$ cat src/sv/sha256_fixed_8byte_digest_top_macros.svh
// Assertion macros for the SHA-256 fixed 8-byte digest RTL (used by shafd_outq).
`ifndef SHA256_FIXED_8BYTE_DIGEST_TOP_MACROS_SVH
`define SHA256_FIXED_8BYTE_DIGEST_TOP_MACROS_SVH

// cond must hold at every clock edge outside reset
`define SHAFD_ASSERT_ALWAYS(label, cond, msg) \
   label: assert property (@(posedge clock) disable iff (reset) (cond)) else $error(msg);

// ante at one edge implies cons at the next edge
`define SHAFD_ASSERT_NEXT(label, ante, cons, msg) \
   label: assert property (@(posedge clock) disable iff (reset) (ante) |=> (cons)) \
      else $error(msg);

`endif

$ cat src/sv/shafd_pkg.sv
// Package: constants, stage type and round functions for the SHA-256 8-byte digest.
package shafd_pkg;

   localparam int ROUNDS = 64;
   localparam int WIN_WORDS = 16;
   localparam int HASH_WORDS = 8;

   localparam logic [31:0] PAD_WORD = 32'h8000_0000;
   localparam logic [31:0] MSG_BITS = 32'd64;

   localparam logic [31:0] IV [HASH_WORDS] = '{
      32'h6a09e667, 32'hbb67ae85, 32'h3c6ef372, 32'ha54ff53a,
      32'h510e527f, 32'h9b05688c, 32'h1f83d9ab, 32'h5be0cd19
   };

   localparam logic [31:0] RK [ROUNDS] = '{
      32'h428a2f98, 32'h71374491, 32'hb5c0fbcf, 32'he9b5dba5,
      32'h3956c25b, 32'h59f111f1, 32'h923f82a4, 32'hab1c5ed5,
      32'hd807aa98, 32'h12835b01, 32'h243185be, 32'h550c7dc3,
      32'h72be5d74, 32'h80deb1fe, 32'h9bdc06a7, 32'hc19bf174,
      32'he49b69c1, 32'hefbe4786, 32'h0fc19dc6, 32'h240ca1cc,
      32'h2de92c6f, 32'h4a7484aa, 32'h5cb0a9dc, 32'h76f988da,
      32'h983e5152, 32'ha831c66d, 32'hb00327c8, 32'hbf597fc7,
      32'hc6e00bf3, 32'hd5a79147, 32'h06ca6351, 32'h14292967,
      32'h27b70a85, 32'h2e1b2138, 32'h4d2c6dfc, 32'h53380d13,
      32'h650a7354, 32'h766a0abb, 32'h81c2c92e, 32'h92722c85,
      32'ha2bfe8a1, 32'ha81a664b, 32'hc24b8b70, 32'hc76c51a3,
      32'hd192e819, 32'hd6990624, 32'hf40e3585, 32'h106aa070,
      32'h19a4c116, 32'h1e376c08, 32'h2748774c, 32'h34b0bcb5,
      32'h391c0cb3, 32'h4ed8aa4a, 32'h5b9cca4f, 32'h682e6ff3,
      32'h748f82ee, 32'h78a5636f, 32'h84c87814, 32'h8cc70208,
      32'h90befffa, 32'ha4506ceb, 32'hbef9a3f7, 32'hc67178f2
   };

   // hv[0] is working word a, hv[7] is h; win[0] is the schedule word of this round
   typedef struct packed {
      logic [HASH_WORDS-1:0][31:0] hv;
      logic [WIN_WORDS-1:0][31:0]  win;
   } shafd_stage_type;

   function automatic logic [31:0] ssig0(input logic [31:0] v);
      return {v[6:0], v[31:7]} ^ {v[17:0], v[31:18]} ^ {3'b000, v[31:3]};
   endfunction

   function automatic logic [31:0] ssig1(input logic [31:0] v);
      return {v[16:0], v[31:17]} ^ {v[18:0], v[31:19]} ^ {10'd0, v[31:10]};
   endfunction

   function automatic logic [31:0] bsig0(input logic [31:0] v);
      return {v[1:0], v[31:2]} ^ {v[12:0], v[31:13]} ^ {v[21:0], v[31:22]};
   endfunction

   function automatic logic [31:0] bsig1(input logic [31:0] v);
      return {v[5:0], v[31:6]} ^ {v[10:0], v[31:11]} ^ {v[24:0], v[31:25]};
   endfunction

endpackage

$ cat src/sv/shafd_round.sv
// One registered SHA-256 compression round with its sliding schedule window.
module shafd_round (
   input  logic                     clock,
   input  logic                     reset,
   input  logic                     advance,
   input  logic [31:0]              rk,
   input  logic                     in_valid,
   input  shafd_pkg::shafd_stage_type in_stage,
   output logic                     out_valid,
   output shafd_pkg::shafd_stage_type out_stage
);
   import shafd_pkg::*;

   logic            valid_ff;
   shafd_stage_type stage_ff;
   shafd_stage_type stage_in;
   logic [31:0]     t1;
   logic [31:0]     t2;
   logic [31:0]     ch;
   logic [31:0]     maj;

   always_comb begin
      ch  = (in_stage.hv[4] & in_stage.hv[5]) ^ (~in_stage.hv[4] & in_stage.hv[6]);
      maj = (in_stage.hv[0] & in_stage.hv[1]) ^ (in_stage.hv[0] & in_stage.hv[2])
          ^ (in_stage.hv[1] & in_stage.hv[2]);
      t1  = in_stage.hv[7] + bsig1(in_stage.hv[4]) + ch + rk + in_stage.win[0];
      t2  = bsig0(in_stage.hv[0]) + maj;

      stage_in.hv[7] = in_stage.hv[6];
      stage_in.hv[6] = in_stage.hv[5];
      stage_in.hv[5] = in_stage.hv[4];
      stage_in.hv[4] = in_stage.hv[3] + t1;
      stage_in.hv[3] = in_stage.hv[2];
      stage_in.hv[2] = in_stage.hv[1];
      stage_in.hv[1] = in_stage.hv[0];
      stage_in.hv[0] = t1 + t2;

      for (int j = 0; j < WIN_WORDS - 1; j++) begin
         stage_in.win[j] = in_stage.win[j+1];
      end
      stage_in.win[WIN_WORDS-1] = ssig1(in_stage.win[14]) + in_stage.win[9]
                                + ssig0(in_stage.win[1]) + in_stage.win[0];
   end

   always_ff @(posedge clock) begin
      if (reset) begin
         valid_ff <= 1'b0;
      end else if (advance) begin
         valid_ff <= in_valid;
      end
   end

   always_ff @(posedge clock) begin
      if (advance) begin
         stage_ff <= stage_in;
      end
   end

   assign out_valid = valid_ff;
   assign out_stage = stage_ff;

endmodule

$ cat config.mk
export PLATFORM = sky130hd
export DESIGN_NAME = shafd_round
export DESIGN_NICKNAME = d
export VERILOG_FILES = /design/src/sv/sha256_fixed_8byte_digest_top_macros.svh /design/src/sv/shafd_pkg.sv /design/src/sv/shafd_round.sv
export SDC_FILE = /design/constraint.sdc
export NUM_CORES = 1
export LEC_CHECK = 0
export ABC_AREA = 0
export BUFFER_PORTS_ARGS = -buffer_cell sky130_fd_sc_hd__buf_4
export CAP_MARGIN = 10
export CORE_AREA = 4 4 603 605
export CTS_BUF_LIST = sky130_fd_sc_hd__clkbuf_16
export DETAILED_ROUTE_END_ITERATION = 10
export DIE_AREA = 0 0 607 609
export GPL_TIMING_DRIVEN = 1
export PLACE_DENSITY = 0.33
export SYNTH_ARGS = -nofsm -noshare
export SYNTH_HDL_FRONTEND = slang
export SYNTH_SLANG_ARGS = --single-unit
$ cat constraint.sdc
create_clock -name clock -period 7.5 [get_ports clock]
set_input_delay 1.5 -clock clock [delete_from_list [all_inputs] [get_ports clock]]
set_output_delay 1.5 -clock clock [all_outputs]
set_load 0.01 [all_outputs]
==> impl_results.md <==
* Status: finished, final reports clean
* Post-route cell area at 61,400 um^2
* Share of flip-flops with an asynchronous set or reset at 0
* Post-layout util at 0.171
* Final Setup Violations at 0
* Post-route DRC at 0
* Fraction of layout cells with a size suffix above 1 at 0.469
* Type of origin of the critical path: input port
* Row Count at 220
* CP Class: input port to register
* Worst hold slack at 0.516 ns
* Final WS setup at 0.268 ns
* Post-Route Setup TNS at 0 ns
* Post-layout min period at 7.23 ns
* Max-Cap Viols at 0
* Die H at 609 um
* Pwr Total at 29.6 mW
* Clk_skew at 0 ns
* Vias in the first global route at 30,700
* Largest net degree at the start of global routing at 117
* PortBufs at 1,572
* Synthesized cell area at 36,900 um^2
* Top delay family on crit path: adder cells
* Yosys warnings at 0
* Fin. Hold Viols at 0
* Slowest stage delay, CP at 0.49 ns
* H-tree Lvls at 3
* Post-synth EDFFs at 768
* Fmax at 138 MHz
* Core Box Area at 358,000 um^2
* Cells after Synth at 2,441
* Switching power at 12.0 mW
* Clock share of power at 0.189
* Die ar. at 370,000 um^2
* CP Data Required Time at 8.08 ns
* Wire length per cell at 31.6 um
* Post-synth top area share at 0.625
* Count leader, synth: edfxtp_1
* GR Overflow Total at 0
* Initial antenna violation count at 140
* Cell repeated most along the worst path: fa_1
* Slew Viols, Final at 0
* Drt pass-1 iters at 5
* Ports at 1,573
* Kind of end point of the critical path: register
* RSZ-0062 raised after global routing: yes
* Post-CTS Setup Bufs at 0
* Post-placement worst setup slack at -0.942 ns
* CP max stage cell: fa_1
* Syn Area/Cell at 15.1 um^2
* Detailed Place HPWL at 260,000 um
* Total routed wirelength at 295,000 um
* Hold buffers post-CTS at 0
* Clock latency on the worst-skew pair at 0.81 ns
* Clock Tree Root: clkbuf_16
* Initial core utilization at 0.103
* Placed Area at 57,500 um^2
* Post-Syn Nets at 3,556
* Cell variety after synth at 68
* 1st-iter DRT viols at 1,451
* Clk sinks at 769
* Post-synthesis sequential area ratio at 0.625
* Synth-to-layout area growth at 66.3%
* Seq pwr share at 0.209
* Crit path DAT at 7.81 ns
* Via/cell ratio at 3.10
* Max_slew headroom at 0.341
* Worst-Margin Slew at 0.978 ns
* Leakage at 25.7 nW
* Final GP Congestion at 0.851
* Synthesized flop and latch total at 769
* Routed Antenna Nets at 0
* CTS tree: yes
* TritonCTS Buffers at 112
* Cells after DPL at 9,111
* Post-synth top cells: 768 x edfxtp_1, 357 x inv_1, 240 x xnor2_1
* Buffers plus inverters on the worst setup path at 8
* Logic pwr share at 0.602
* Prevailing post-synth register cell: edfxtp_1
* Final Cycle Share at 0.964
* Top post-synthesis cells by area: edfxtp_1 62%, fa_1 10%, xnor2_1 5.7%
* Max IR drop VDD at 0.337 mV
* Die Width at 607 um
* DR vias at 28,900
* Worst hold path type: register to register
* Pint at 17.6 mW
* Worst-path clk slew at 0.07 ns
* Switching share of power at 0.405
* Worst-path fanout max at 3
* Layout net count at 5,567
* Global-route wire length before repair at 359,000 um
* PD cells at 483 nW/um^2
* Layout Cells excl Fill at 9,345
* All-Layer GR Usage at 0.153
* Clock Path Buffers at 4
* Largest area contributor in the netlist: edfxtp_1
## power groups by stage
stage                     registers [mW]  clock network [mW]  logic (mW)
after detailed placement            6.29                   0        18.1
after global placement              6.29                   0        18.1
after CTS                           6.21                5.90        18.2
after floorplan                     6.56                   0        8.43
after global routing                6.25                6.02        19.7
final                               6.20                5.61        17.8
## worst paths after layout
kind | start | endpoint | slack [ns] | cells past startpoint
min reg2reg | out_valid | out_valid | 0.52 | 2
max reg2reg | out_valid | out_valid | 6.91 | 2
min | out_valid | out_valid | 0.52 | 2
max | in_stage[1] | out_stage[538] | 0.27 | 31
## per-layer routing
metal	global-route usage	up-vias	routed length, um
met3	0.0491	380	22300
met1	0.132	14600	88200
met2	0.322	1195	175000
met5	0	-	633
met4	0.0420	96	8970
li1	-	12700	-
## state kept, by name (all words and copies together), names as in the netlist
register,flops
out_stage,768
out_valid,1
## kinds of logic after synthesis
| group | share of synthesized area |
|---|---|
| XOR/XNOR | 0.0864 |
| flip-flops | 0.625 |
| AO/OA/AOI/OAI | 0.0653 |
| multiplexers | 0.0113 |
| adder cells (fa/ha/maj) | 0.144 |
| AND/OR/NAND/NOR | 0.0302 |
| buffers and inverters | 0.0370 |
## cell usage in the layout, fill, tap and decap left out, drive strengths merged, types with 18 or more instances in the layout
cell type | Yosys | final
mux2 | 30 | 30
inv | 357 | 381
o21ai | 88 | 88
buf | 2 | 1903
a21oi | 96 | 96
clkbuf | 4 | 113
a21o | 86 | 86
a211oi | 18 | 18
xor2 | 124 | 124
ha | 124 | 124
diode | 0 | 31
xnor2 | 240 | 240
nand2 | 55 | 55
fa | 187 | 187
clkinv | 0 | 39
edfxtp | 768 | 768
nor3 | 26 | 26
nor2 | 47 | 47
## what timing repair did
| item | 4_1_cts | 5_1_grt |
|---|---|---|
| endpoints found under the setup margin | 1 | 10 |
| gates cloned | 0 | 0 |
| pin swaps | 0 | 1 |
| gates resized for setup | 1 | 16 |
## cell type report
class	instances	area (um^2)
flip-flops and latches	769	23100
clock buffers	113	2830
fillers	39700	297000
multi-input cells	1309	12500
diodes	31	77.6
well taps	4773	5970
repair buffers	1903	14600
clock inverters	90	948
inverters	357	1340
## tightest hold or removal path, delay by kind of cell, from the launching register on
kind / cells / cell delay (ns)
flip-flops: 1 / 0.34
AND/OR/NAND/NOR: 1 / 0.08
multiplexers: 1 / 0.07
Power figures use the tool's default switching activity.
