$ cat src/sv/sha256_fixed_8byte_digest_top_macros.svh
// Assertion macros for the SHA-256 fixed 8-byte digest RTL (used by shafd_outq).
`ifndef SHA256_FIXED_8BYTE_DIGEST_TOP_MACROS_SVH
`define SHA256_FIXED_8BYTE_DIGEST_TOP_MACROS_SVH

// cond must hold at every clock edge outside reset
`define SHAFD_ASSERT_ALWAYS(label, cond, msg) \
   label: assert property (@(posedge clock) disable iff (reset) (cond)) else $error(msg);

// ante at one edge implies cons at the next edge
`define SHAFD_ASSERT_NEXT(label, ante, cons, msg) \
   label: assert property (@(posedge clock) disable iff (reset) (ante) |=> (cons)) \
      else $error(msg);

`endif

$ cat src/sv/shafd_pkg.sv
// Package: constants, stage type and round functions for the SHA-256 8-byte digest.
package shafd_pkg;

   localparam int ROUNDS = 64;
   localparam int WIN_WORDS = 16;
   localparam int HASH_WORDS = 8;

   localparam logic [31:0] PAD_WORD = 32'h8000_0000;
   localparam logic [31:0] MSG_BITS = 32'd64;

   localparam logic [31:0] IV [HASH_WORDS] = '{
      32'h6a09e667, 32'hbb67ae85, 32'h3c6ef372, 32'ha54ff53a,
      32'h510e527f, 32'h9b05688c, 32'h1f83d9ab, 32'h5be0cd19
   };

   localparam logic [31:0] RK [ROUNDS] = '{
      32'h428a2f98, 32'h71374491, 32'hb5c0fbcf, 32'he9b5dba5,
      32'h3956c25b, 32'h59f111f1, 32'h923f82a4, 32'hab1c5ed5,
      32'hd807aa98, 32'h12835b01, 32'h243185be, 32'h550c7dc3,
      32'h72be5d74, 32'h80deb1fe, 32'h9bdc06a7, 32'hc19bf174,
      32'he49b69c1, 32'hefbe4786, 32'h0fc19dc6, 32'h240ca1cc,
      32'h2de92c6f, 32'h4a7484aa, 32'h5cb0a9dc, 32'h76f988da,
      32'h983e5152, 32'ha831c66d, 32'hb00327c8, 32'hbf597fc7,
      32'hc6e00bf3, 32'hd5a79147, 32'h06ca6351, 32'h14292967,
      32'h27b70a85, 32'h2e1b2138, 32'h4d2c6dfc, 32'h53380d13,
      32'h650a7354, 32'h766a0abb, 32'h81c2c92e, 32'h92722c85,
      32'ha2bfe8a1, 32'ha81a664b, 32'hc24b8b70, 32'hc76c51a3,
      32'hd192e819, 32'hd6990624, 32'hf40e3585, 32'h106aa070,
      32'h19a4c116, 32'h1e376c08, 32'h2748774c, 32'h34b0bcb5,
      32'h391c0cb3, 32'h4ed8aa4a, 32'h5b9cca4f, 32'h682e6ff3,
      32'h748f82ee, 32'h78a5636f, 32'h84c87814, 32'h8cc70208,
      32'h90befffa, 32'ha4506ceb, 32'hbef9a3f7, 32'hc67178f2
   };

   // hv[0] is working word a, hv[7] is h; win[0] is the schedule word of this round
   typedef struct packed {
      logic [HASH_WORDS-1:0][31:0] hv;
      logic [WIN_WORDS-1:0][31:0]  win;
   } shafd_stage_type;

   function automatic logic [31:0] ssig0(input logic [31:0] v);
      return {v[6:0], v[31:7]} ^ {v[17:0], v[31:18]} ^ {3'b000, v[31:3]};
   endfunction

   function automatic logic [31:0] ssig1(input logic [31:0] v);
      return {v[16:0], v[31:17]} ^ {v[18:0], v[31:19]} ^ {10'd0, v[31:10]};
   endfunction

   function automatic logic [31:0] bsig0(input logic [31:0] v);
      return {v[1:0], v[31:2]} ^ {v[12:0], v[31:13]} ^ {v[21:0], v[31:22]};
   endfunction

   function automatic logic [31:0] bsig1(input logic [31:0] v);
      return {v[5:0], v[31:6]} ^ {v[10:0], v[31:11]} ^ {v[24:0], v[31:25]};
   endfunction

endpackage

$ cat src/sv/shafd_outq.sv
// Final hash addition and two-entry output queue feeding the result channel.
`include "sha256_fixed_8byte_digest_top_macros.svh"

module shafd_outq (
   input  logic                     clock,
   input  logic                     reset,
   input  logic                     in_valid,
   input  shafd_pkg::shafd_stage_type in_stage,
   output logic                     full,
   output logic                     rsp_valid,
   input  logic                     rsp_stall,
   output logic [63:0]              rsp_digest_part_0,
   output logic [63:0]              rsp_digest_part_1,
   output logic [63:0]              rsp_digest_part_2,
   output logic [63:0]              rsp_digest_part_3
);
   import shafd_pkg::*;

   logic [1:0]       count_ff;
   logic [1:0]       count_in;
   logic             full_ff;
   logic [255:0]     entry0_ff;
   logic [255:0]     entry0_in;
   logic [255:0]     entry1_ff;
   logic [255:0]     entry1_in;
   logic [255:0]     digest;
   logic             push;
   logic             pop;

   always_comb begin
      for (int j = 0; j < HASH_WORDS; j++) begin
         digest[255-32*j -: 32] = in_stage.hv[j] + IV[j];
      end
   end

   assign push = in_valid && !full_ff;
   assign pop  = rsp_valid && !rsp_stall;

   always_comb begin
      count_in  = count_ff;
      entry0_in = entry0_ff;
      entry1_in = entry1_ff;
      if (push && !pop) begin
         count_in = count_ff + 2'd1;
         if (count_ff == 2'd0) begin
            entry0_in = digest;
         end else begin
            entry1_in = digest;
         end
      end else if (pop && !push) begin
         count_in  = count_ff - 2'd1;
         entry0_in = entry1_ff;
      end else if (push && pop) begin
         entry0_in = digest;
      end
   end

   always_ff @(posedge clock) begin
      if (reset) begin
         count_ff <= 2'd0;
         full_ff  <= 1'b0;
      end else begin
         count_ff <= count_in;
         full_ff  <= (count_in == 2'd2);
      end
   end

   always_ff @(posedge clock) begin
      entry0_ff <= entry0_in;
      entry1_ff <= entry1_in;
   end

   assign full              = full_ff;
   assign rsp_valid         = (count_ff != 2'd0);
   assign rsp_digest_part_0 = entry0_ff[255:192];
   assign rsp_digest_part_1 = entry0_ff[191:128];
   assign rsp_digest_part_2 = entry0_ff[127:64];
   assign rsp_digest_part_3 = entry0_ff[63:0];

   `SHAFD_ASSERT_ALWAYS(a_count_range, count_ff != 2'd3, "output queue overfilled")
   `SHAFD_ASSERT_ALWAYS(a_full_match, full_ff == (count_ff == 2'd2), "full flag out of step")
   `SHAFD_ASSERT_NEXT(a_fill_second, push && !pop && count_ff == 2'd1, count_ff == 2'd2,
      "second entry not taken")
   `SHAFD_ASSERT_NEXT(a_drain, pop && !push && count_ff == 2'd2, count_ff == 2'd1,
      "drain lost an entry")

endmodule

$ cat config.mk
export PLATFORM = sky130hd
export DESIGN_NAME = shafd_outq
export DESIGN_NICKNAME = d
export VERILOG_FILES = /design/src/sv/shafd_pkg.sv /design/src/sv/shafd_outq.sv
export VERILOG_INCLUDE_DIRS = /design/src /design/src/sv
export SDC_FILE = /design/constraint.sdc
export NUM_CORES = 1
export LEC_CHECK = 0
export BUFFER_PORTS_ARGS = -buffer_cell sky130_fd_sc_hd__buf_4
export CORE_AREA = 2 2 398 400
export DETAILED_ROUTE_END_ITERATION = 12
export DIE_AREA = 0 0 400 402
export PLACE_DENSITY = 0.33
export SYNTH_ARGS = -nofsm -noshare
export SYNTH_HDL_FRONTEND = slang
export SYNTH_SLANG_ARGS = --single-unit
$ cat constraint.sdc
create_clock -name clock -period 24.2 [get_ports clock]
set_input_delay 4.84 -clock clock [delete_from_list [all_inputs] [get_ports clock]]
set_output_delay 4.84 -clock clock [all_outputs]
set_load 0.02 [all_outputs]
==> results.txt, run 1 <==
commonest non-fill, non-tap cells in the layout: 528 x buf_4, 512 x edfxtp_1, 267 x nand2_1
DRC errors left: 0
clk buf depth: 3
Die Wd: 400 um
Filler cells: 17,060
Final Skew: 0.02545 ns
Setup Buffers After CTS: 0
Die Area: 0.1608 sq mm
max-slew violations: 0
synthesized flop and latch total: 515
commonest non-fill, non-tap cell in the layout: buf_4
CP Data Arrival Time: 7.69 ns
Vias per Instance: 3.742
via count: 17,120
Final Hold Vio Count: 0
Seq/Total Area, Yosys: 63.85%
Max Cap Viol: 0
total power: 0.003587 W
worst slew pin tran: 1.119 ns
CTS clk-pin slew, worst paths: 0.05 ns
number of global-route vias before repair: 17,690
syn_nets: 2,672
initial DRC count: 819
first-pass GRT wire length: 135,500 um
Worst Setup Path Type: input pin to flip-flop
initial antenna violation count: 50
input/output buffers: 517
Routed met2 length: 39,560 um
Worst Path Max Fanout: 125
GRT Total Usage: 11.85%
post-route setup slack: 16.92 ns
GRT overflow: 0
Die Ht: 402 um
highest routed layer: met5
Synth Area per Inst: 12.78 sq um
Pwr per Cell Area: 108.9 mW/mm^2
Leakage: 12.01 nW
Placer Congestion: 0.7815
type of origin of the critical path: input pin
Resized cells post-CTS: 0
max_slew headroom: 24.90%
area grow syn2layout: 36.27%
Max VDD drop: 0.00009805 V
synthesized area: 0.02417 sq mm
Synth cell types: 79
setup tns final: 0 ns
layout cells sized above 1: 31.86%
HPWL Detailed: 72,100 um
I/O pin cnt: 1,030
Fin Hold WS: 0.5035 ns
clk_lat worst skew: 0.66 ns
Initial DRT Pass Iterations: 4
Setup WS pre-CTS: 16.15 ns
Clock Root Buffer: clkbuf_16
Worst setup EP type: flip-flop
Core Box Area: 0.1571 sq mm
antenna-violating nets left: 0
FF+latch area: 0.01543 sq mm
hold crit path type: flip-flop to flip-flop
clock sinks: 515
DP Area: 0.03058 sq mm
CP Data Required Time: 24.61 ns
RSZ-0062 raised after global routing: false
Syn Inst Count: 1,891
CTS tree: yes
EDFF count, synth: 512
TritonCTS Buffers: 73
# rows: 146
fraction of synthesis flops using an asynchronous set or reset pin: 0%
status: finished clean
WL/cell: 21.23 um
met3 WL: 13,760 um
pin count of the biggest net entering global routing: 132
fmax: 0.1374 GHz
top_reg_cell synth: edfxtp_1
Hold Buf Count CTS: 0
CTS H-tree depth: 3
Setup-failing EPs final: 0
Routed WL: 97,120 um
yosys warns: 0
final instance area: 0.03294 sq mm
minimum clock period: 7.280 ns
area of the multi-input gates: 0.008407 sq mm
initial core utilization: 15.39%
fin crit share: 30.08%
nets: 3,219
M1 wire length: 40,510 um
==> path summary, 6_finish.rpt <==
path | from | to | slack, ns | cells after the start
setup / recovery | in_valid | entry0_ff[176] | 16.92 | 6
hold / removal | entry1_ff[128] | entry0_ff[128] | 0.50 | 2
setup reg to reg | count_ff[0] | entry0_ff[176] | 20.53 | 7
hold reg to reg | entry1_ff[128] | entry0_ff[128] | 0.50 | 2
==> worst max-delay path, cell delays in order <==
cell	delay, ns
buf_4	0.09
nand2b_1	0.11
nand2_4	0.61
buf_12	0.57
buf_4	0.74
mux2_2	0.41
==> sequential cells by signal (all words and copies together), names as in the netlist <==
register and cells:
entry1_ff 256, full 1, entry0_ff 256, count_ff 2
==> per-stage QoR <==
step,cells,util (%)
final,4575,20.97
after global routing,4561,20.94
after CTS,4561,20.94
after detailed placement,4435,19.46
after global placement,4435,19.46
after floorplan,1891,-
==> synth_stat cells (22+ instances only) <==
cell type / n / share of area, %
a21oi_1: 54 / 1.1
nor2_1: 192 / 3.0
nor3_1: 23 / 0.48
nand2_1: 268 / 4.2
xnor2_1: 109 / 3.9
edfxtp_1: 512 / 64
a31oi_1: 26 / 0.67
mux2_2: 145 / 6.8
o21ai_1: 33 / 0.68
nand3_1: 22 / 0.46
xor2_1: 102 / 3.7
inv_1: 37 / 0.57
o21ai_0: 31 / 0.64
clkbuf_1: 51 / 0.79
==> cell families (layout without fill, tap and decap cells) <==
family / count (synthesis) / count (layout) / synth area share (%)
fa+ha+maj: 9 / 9 / 0.4659
buf+inv: 95 / 693 / 1.491
flops: 515 / 515 / 63.85
xor+xnor: 212 / 212 / 7.713
simple gates: 637 / 637 / 11.94
other cells: 0 / 14 / 0
mux: 149 / 149 / 6.936
compound gates: 274 / 274 / 7.599
==> power breakdown <==
group | switching, W | internal, W
clock network | 0.000443 | 0.000643
logic | 0.000752 | 0.000363
registers | 0.0000642 | 0.00132
==> final cells by class <==
class                      count  area share (%)
clock inverter                41           1.318
tap                         2072           7.871
sequential                   515           46.86
timing repair buffer         530           12.16
clock buffer                  85           5.747
multi-input combinational   1281           25.52
antenna                       14          0.1064
inverter                      37          0.4216
==> per-layer routing <==
layer	vias to the layer above	track usage, %
li1	8105	-
met1	8209	14.13
met2	611	16.80
met3	151	8.013
met4	44	3.975
met5	-	0
No activity file was read; power rests on OpenSTA's default activity.
==> inputs of run 2 (changes only) <==
- clock period: 24.2 -> 6.8 ns (I/O delays scaled with it)
==> results.txt, run 2 (synthesis results as in run 1) <==
Clock Root Buffer: clkbuf_16
Core Util, Final: 21.08% (+0.11 points)
via count: 17,170 (+0.27%)
fin crit share: 51.81%
Final Hold Vio Count: 0 (unchanged)
layout cells sized above 1: 32.32% (+0.46 points)
Max VDD drop: 0.0002621 V (+170%)
M1 wire length: 40,750 um (+0.59%)
Max Cap Viol: 0 (unchanged)
commonest non-fill, non-tap cell in the layout: buf_4
fmax: 0.2838 GHz
Final Skew: 0.05568 ns (+0.03023 ns)
met3 WL: 14,510 um (+5.5%)
Worst Setup Path Type: input pin to flip-flop
biggest regs: entry0_ff (256), entry1_ff (256), count_ff (2)
clock sinks: 515 (unchanged)
antenna-violating nets left: 0 (unchanged)
CP Data Required Time: 7.21 ns (-17.40 ns)
type of origin of the critical path: input pin
GRT overflow: 0 (unchanged)
Routed met2 length: 40,200 um (+1.6%)
WL/cell: 21.43 um (+0.95%)
HPWL Detailed: 73,330 um (+1.7%)
Placer Congestion: 0.7956 (+1.8%)
# rows: 146 (unchanged)
hold crit path type: flip-flop to flip-flop
CTS tree: yes
initial DRC count: 940 (+15%)
Die Area: 0.1608 sq mm (unchanged)
highest routed layer: met5
clk buf depth: 3 (unchanged)
RSZ-0062 raised after global routing: false
post-route setup slack: 3.277 ns (-13.64 ns)
Die Wd: 400 um (unchanged)
worst slew pin tran: 1.074 ns (-0.04465 ns)
pin count of the biggest net entering global routing: 110 (-17%)
TritonCTS Buffers: 74 (+1.4%)
area of the multi-input gates: 0.008407 sq mm (unchanged)
status: finished clean
Worst Path Max Fanout: 5 (-96%)
FF+latch area: 0.01543 sq mm (unchanged)
Pwr per Cell Area: 388.0 mW/mm^2 (+260%)
Die Ht: 402 um (unchanged)
Setup WS pre-CTS: 2.561 ns (-13.59 ns)
Hold Buf Count CTS: 0 (unchanged)
Leakage: 12.07 nW (+0.47%)
minimum clock period: 3.523 ns
Initial DRT Pass Iterations: 5 (+1)
CTS H-tree depth: 3 (unchanged)
Worst setup EP type: flip-flop
Vias per Instance: 3.742 (about the same)
fin cells: 4,587 (+0.26%)
Filler cells: 17,080 (+0.10%)
total power: 0.01285 W (+260%)
nets: 3,222 (+0.093%)
input/output buffers: 517 (unchanged)
Core Box Area: 0.1571 sq mm (unchanged)
initial core utilization: 15.39% (unchanged)
DP Cell Count: 4,437 (+0.045%)
Routed WL: 98,300 um (+1.2%)
commonest non-fill, non-tap cells in the layout: 526 x buf_4, 512 x edfxtp_1, 267 x nand2_1
I/O pin cnt: 1,030 (unchanged)
area grow syn2layout: 36.97%
CP Data Arrival Time: 3.94 ns (-3.75 ns)
Resized cells post-CTS: 0 (unchanged)
Setup-failing EPs final: 0 (unchanged)
clk_lat worst skew: 0.68 ns (+0.02 ns)
first-pass GRT wire length: 136,500 um (+0.76%)
number of global-route vias before repair: 17,610 (-0.46%)
GRT Total Usage: 11.98% (+0.13 points)
CTS clk-pin slew, worst paths: 0.06 ns (about the same)
Setup Buffers After CTS: 0 (unchanged)
initial antenna violation count: 47 (-6.0%)
max-slew violations: 0 (unchanged)
DRC errors left: 0 (unchanged)
setup tns final: 0 ns (unchanged)
max_slew headroom: 27.95% (+3.1 points)
## run 2: changes by cell type in the layout (fill, tap and decap cells not counted), moves of 2 or more
cell / before / now
buf_12: 2 / 6
buf_4: 528 / 526
bufinv_16: 8 / 6
clkinv_1: 19 / 15
clkinv_16: 0 / 3
clkinv_2: 9 / 12
clkinv_4: 0 / 3
clkinvlp_4: 0 / 5
## run 2: power by group
part,internal [W],total [W],switching (W)
Sequential,0.00469,0.00492,0.000223
Combinational,0.00131,0.00401,0.00270
Clock,0.00226,0.00392,0.00166
Total,0.00827,0.0128,0.00458
## run 2: per-stage QoR
stage | hold WS [ns] | cell area (sq um)
after CTS | 0.4783 | 33070
final | 0.4908 | 33110
after detailed placement | 0.4922 | 30640
after global placement | 0.4930 | 30640
after global routing | 0.5098 | 33070
after floorplan | 0.4825 | 24170
## run 2: routing by layer
metal	vias up	GRT usage, %
li1	8110	-
met1	8262	14.94
met2	573	16.83
met3	161	7.430
met4	60	3.719
met5	-	0
## run 2: final timing paths
check	start	end	slack [ns]	cells past startpoint
worst max register to register	count_ff[1]	entry0_ff[149]	3.98	5
worst min-delay path	entry1_ff[251]	entry0_ff[251]	0.49	1
worst max-delay path	in_stage[577]	entry0_ff[189]	3.28	8
worst min register to register	entry1_ff[251]	entry0_ff[251]	0.49	1
## run 2: area by class of cell
type / instances / area share (%)
inverters: 37 / 0.4195
clock buffers: 85 / 5.718
flip-flops and latches: 515 / 46.62
repair buffers: 532 / 12.29
clock inverters: 50 / 1.621
well taps: 2072 / 7.830
multi-input cells: 1281 / 25.39
diodes: 15 / 0.1134
## run 2: worst max-delay path, stage by stage
cell       delay, ns
buf_4           0.13
ha_1            0.23
a2111oi_1       0.86
nor2_1          0.27
o21a_1          0.30
o41ai_1         0.26
o21ai_1         0.21
mux2_2          0.30
==> inputs of run 3 (changes only) <==
- ABC_AREA: default -> 1
- CORE_AREA: 2 2 398 400 -> 2 2 402 404
- DIE_AREA: 0 0 400 402 -> 0 0 404 406
- PLACE_DENSITY: 0.33 -> 0.37
- clock period: 6.8 -> 3.05 ns (I/O delays scaled with it)
==> results.txt, run 3 <==
status: finished clean
Seq/Total Area, Yosys: 52.42% (-11 points)
yosys warns: 0 (unchanged)
Setup Buffers After CTS: 0 (unchanged)
area grow syn2layout: 31.23%
Leakage: 16.78 nW (+39%)
Resized cells post-CTS: 0 (unchanged)
Filler cells: 17,610 (+3.1%)
Final Hold Vio Count: 0 (unchanged)
initial antenna violation count: 51 (+8.5%)
layout cells sized above 1: 19.18% (-13 points)
CTS clk-pin slew, worst paths: 0.05 ns (about the same)
antenna-violating nets left: 0 (unchanged)
CP Data Required Time: 3.43 ns (-3.78 ns)
EDFF count, synth: 512 (unchanged)
worst path cell trace: inv_1 -> ha_1 -> nor2_2 -> inv_2 -> nor2_4 -> buf_12 -> buf_12 -> o21ai_0
sw power: 0.01190 W (+160%)
GRT Total Usage: 14.93% (+3.0 points)
syn_nets: 4,404 (+65%)
dominant cells by area after synthesis: edfxtp_1 52%, nand2_1 18%, nand3_1 5.6%
type of origin of the critical path: flip-flop
max_slew headroom: 59.76% (+32 points)
Logic pwr share: 34.2% (+3.0 points)
Hold Buf Count CTS: 0 (unchanged)
hold crit path type: input pin to flip-flop
leading area contributor after synthesis: edfxtp_1
CTS H-tree depth: 3 (unchanged)
fin crit share: 79.83%
Synth Area per Inst: 8.128 sq um (-36%)
switching part of the total: 37.01% (+1.4 points)
GRT overflow: 0 (unchanged)
crit-path most repeated cell: buf_12
fin cells: 6,336 (+38%)
initial core utilization: 18.44% (+3.1 points)
Max VDD drop: 0.0004960 V (+89%)
TritonCTS Buffers: 73 (-1.4%)
first-pass GRT wire length: 177,700 um (+30%)
Worst Setup Path Type: flip-flop to flip-flop
Placer Congestion: 0.8882 (+12%)
slowest cell delay on critical path: 0.38 ns (-0.48 ns)
Setup-failing EPs final: 0 (unchanged)
Worst Path Max Fanout: 82 (+77)
slowest stage cell, crit path: buf_12
clk_lat worst skew: 0.65 ns (-0.03 ns)
synthesized area: 0.02945 sq mm (+22%)
commonest non-fill, non-tap cells in the layout: 1,424 x nand2_1, 537 x buf_4, 512 x edfxtp_1
clk buf depth: 3 (unchanged)
Die Wd: 404 um (+1.0%)
Syn Inst Count: 3,623 (+92%)
WL/cell: 19.82 um (-7.5%)
commonest non-fill, non-tap cell in the layout: nand2_1
# rows: 147 (+0.68%)
Core Box Area: 0.1596 sq mm (+1.6%)
Worst setup EP type: flip-flop
fmax: 0.4107 GHz
Fin Hold WS: 0.1296 ns (-0.3611 ns)
fraction of synthesis flops using an asynchronous set or reset pin: 0% (unchanged)
worst slew pin tran: 0.6036 ns (-0.4706 ns)
Synth cell types: 42 (-47%)
RSZ-0062 raised after global routing: false
top-area cell type share of the netlist area: 52.21% (-11 points)
Initial DRT Pass Iterations: 7 (+2)
clock sinks: 515 (unchanged)
Die Ht: 406 um (+1.0%)
CP Data Arrival Time: 2.82 ns (-1.12 ns)
synthesized flop and latch total: 515 (unchanged)
Die Area: 0.1640 sq mm (+2.0%)
Clock power frac: 27.9% (-2.6 points)
nets: 4,970 (+54%)
critical path's top delay family: buffers and inverters
biggest regs: entry0_ff (256), entry1_ff (256), count_ff (2)
top cells by count, synth: 1,426 x nand2_1, 512 x edfxtp_1, 367 x inv_1, 337 x nor2_1, 327 x nand3_1
DRC errors left: 0 (unchanged)
Max Cap Viol: 0 (unchanged)
CTS tree: yes
initial DRC count: 1,608 (+71%)
max-slew violations: 0 (unchanged)
Sequential Power Share: 37.8% (-0.5 points)
number of global-route vias before repair: 25,590 (+45%)
most common cell in the netlist: nand2_1
Pwr per Cell Area: 832.4 mW/mm^2 (+110%)
Vias per Instance: 4.056 (+8.4%)
HPWL Detailed: 100,000 um (+36%)
input/output buffers: 517 (unchanged)
pin count of the biggest net entering global routing: 89 (-19%)
Buf/Inv on CP: 4 (+3)
internal power: 0.02026 W (+150%)
Final Skew: 0.02665 ns (-0.02903 ns)
DP Cell Count: 6,200 (+40%)
Routed WL: 125,600 um (+28%)
top_reg_cell synth: edfxtp_1
via count: 25,700 (+50%)
minimum clock period: 2.435 ns
Clock Root Buffer: clkbuf_16
I/O pin cnt: 1,030 (unchanged)
-- run 3: cell count changes after synthesis, moves of 29 or more --
cell / previous run / this run
mux2_2: 145 / 0
inv_1: 37 / 367
xnor2_1: 109 / 12
nand3_1: 22 / 327
clkbuf_1: 51 / 2
and2_1: 9 / 109
nand2_1: 268 / 1426
buf_2: 3 / 56
nor2_2: 0 / 52
nand4_1: 10 / 39
nand2_2: 0 / 36
nor2_1: 192 / 337
-- run 3: cells by family (layout without fill, tap and decap cells) --
family / count (synthesis) / count (layout) / synth area share, %
other: 0 / 7 / 0
flip-flops: 515 / 515 / 52.42
AND/OR/NAND/NOR: 2399 / 2399 / 34.74
AO/OA/AOI/OAI: 135 / 135 / 2.562
XOR/XNOR: 113 / 113 / 3.845
adder cells (fa/ha/maj): 9 / 9 / 0.3824
buffers and inverters: 452 / 1072 / 6.055
-- run 3: final cells by class --
class	count	area, sq um	area share, %
Sequential cell	515	15430	39.94
Multi-Input combinational cell	2656	12270	31.75
Timing Repair Buffer	554	4372	11.31
Tap cell	2086	2610	6.754
Clock buffer	95	1973	5.106
Inverter	389	1476	3.821
Clock inverter	34	489.2	1.266
Antenna cell	7	17.52	0.04533
-- run 3: per-stage QoR --
step	area (sq um)	setup TNS, ns	worst slack (ns)	util [%]	power [W]
finish	38640	0	0.6150	24.21	0.03217
global route	38630	0	0.4482	24.19	0.03398
CTS	38630	0	0.5629	24.19	0.03290
detailed placement	36160	0	0.5532	22.65	0.02358
global placement	36160	0	0.5512	22.65	0.02365
floorplan	29480	-511.02	-1.996	-	0.01745
-- run 3: path summary, 6_finish.rpt --
path	start	to	slack, ns	cells past startpoint
min	reset	count_ff[0]	0.13	2
min reg2reg	entry1_ff[182]	entry0_ff[182]	0.50	2
max reg2reg	count_ff[0]	entry0_ff[96]	0.62	8
max	count_ff[0]	entry0_ff[96]	0.62	8
-- run 3: power groups by stage --
stage | clock [W] | combinational (W) | sequential [W]
6_report | 0.00898 | 0.0110 | 0.0122
4_1_cts | 0.00935 | 0.0113 | 0.0122
2_1_floorplan | 0 | 0.00308 | 0.0144
3_5_place_dp | 0 | 0.0113 | 0.0123
3_3_place_gp | 0 | 0.0114 | 0.0123
5_1_grt | 0.00956 | 0.0120 | 0.0124
-- run 3: layer usage --
metal,share of wire (%),GRT usage [%],wire length (um)
met1,44,19.13,55530
met2,40,21.55,50850
met3,12,7.525,14580
met4,3.4,4.929,4281
met5,0.27,0,345
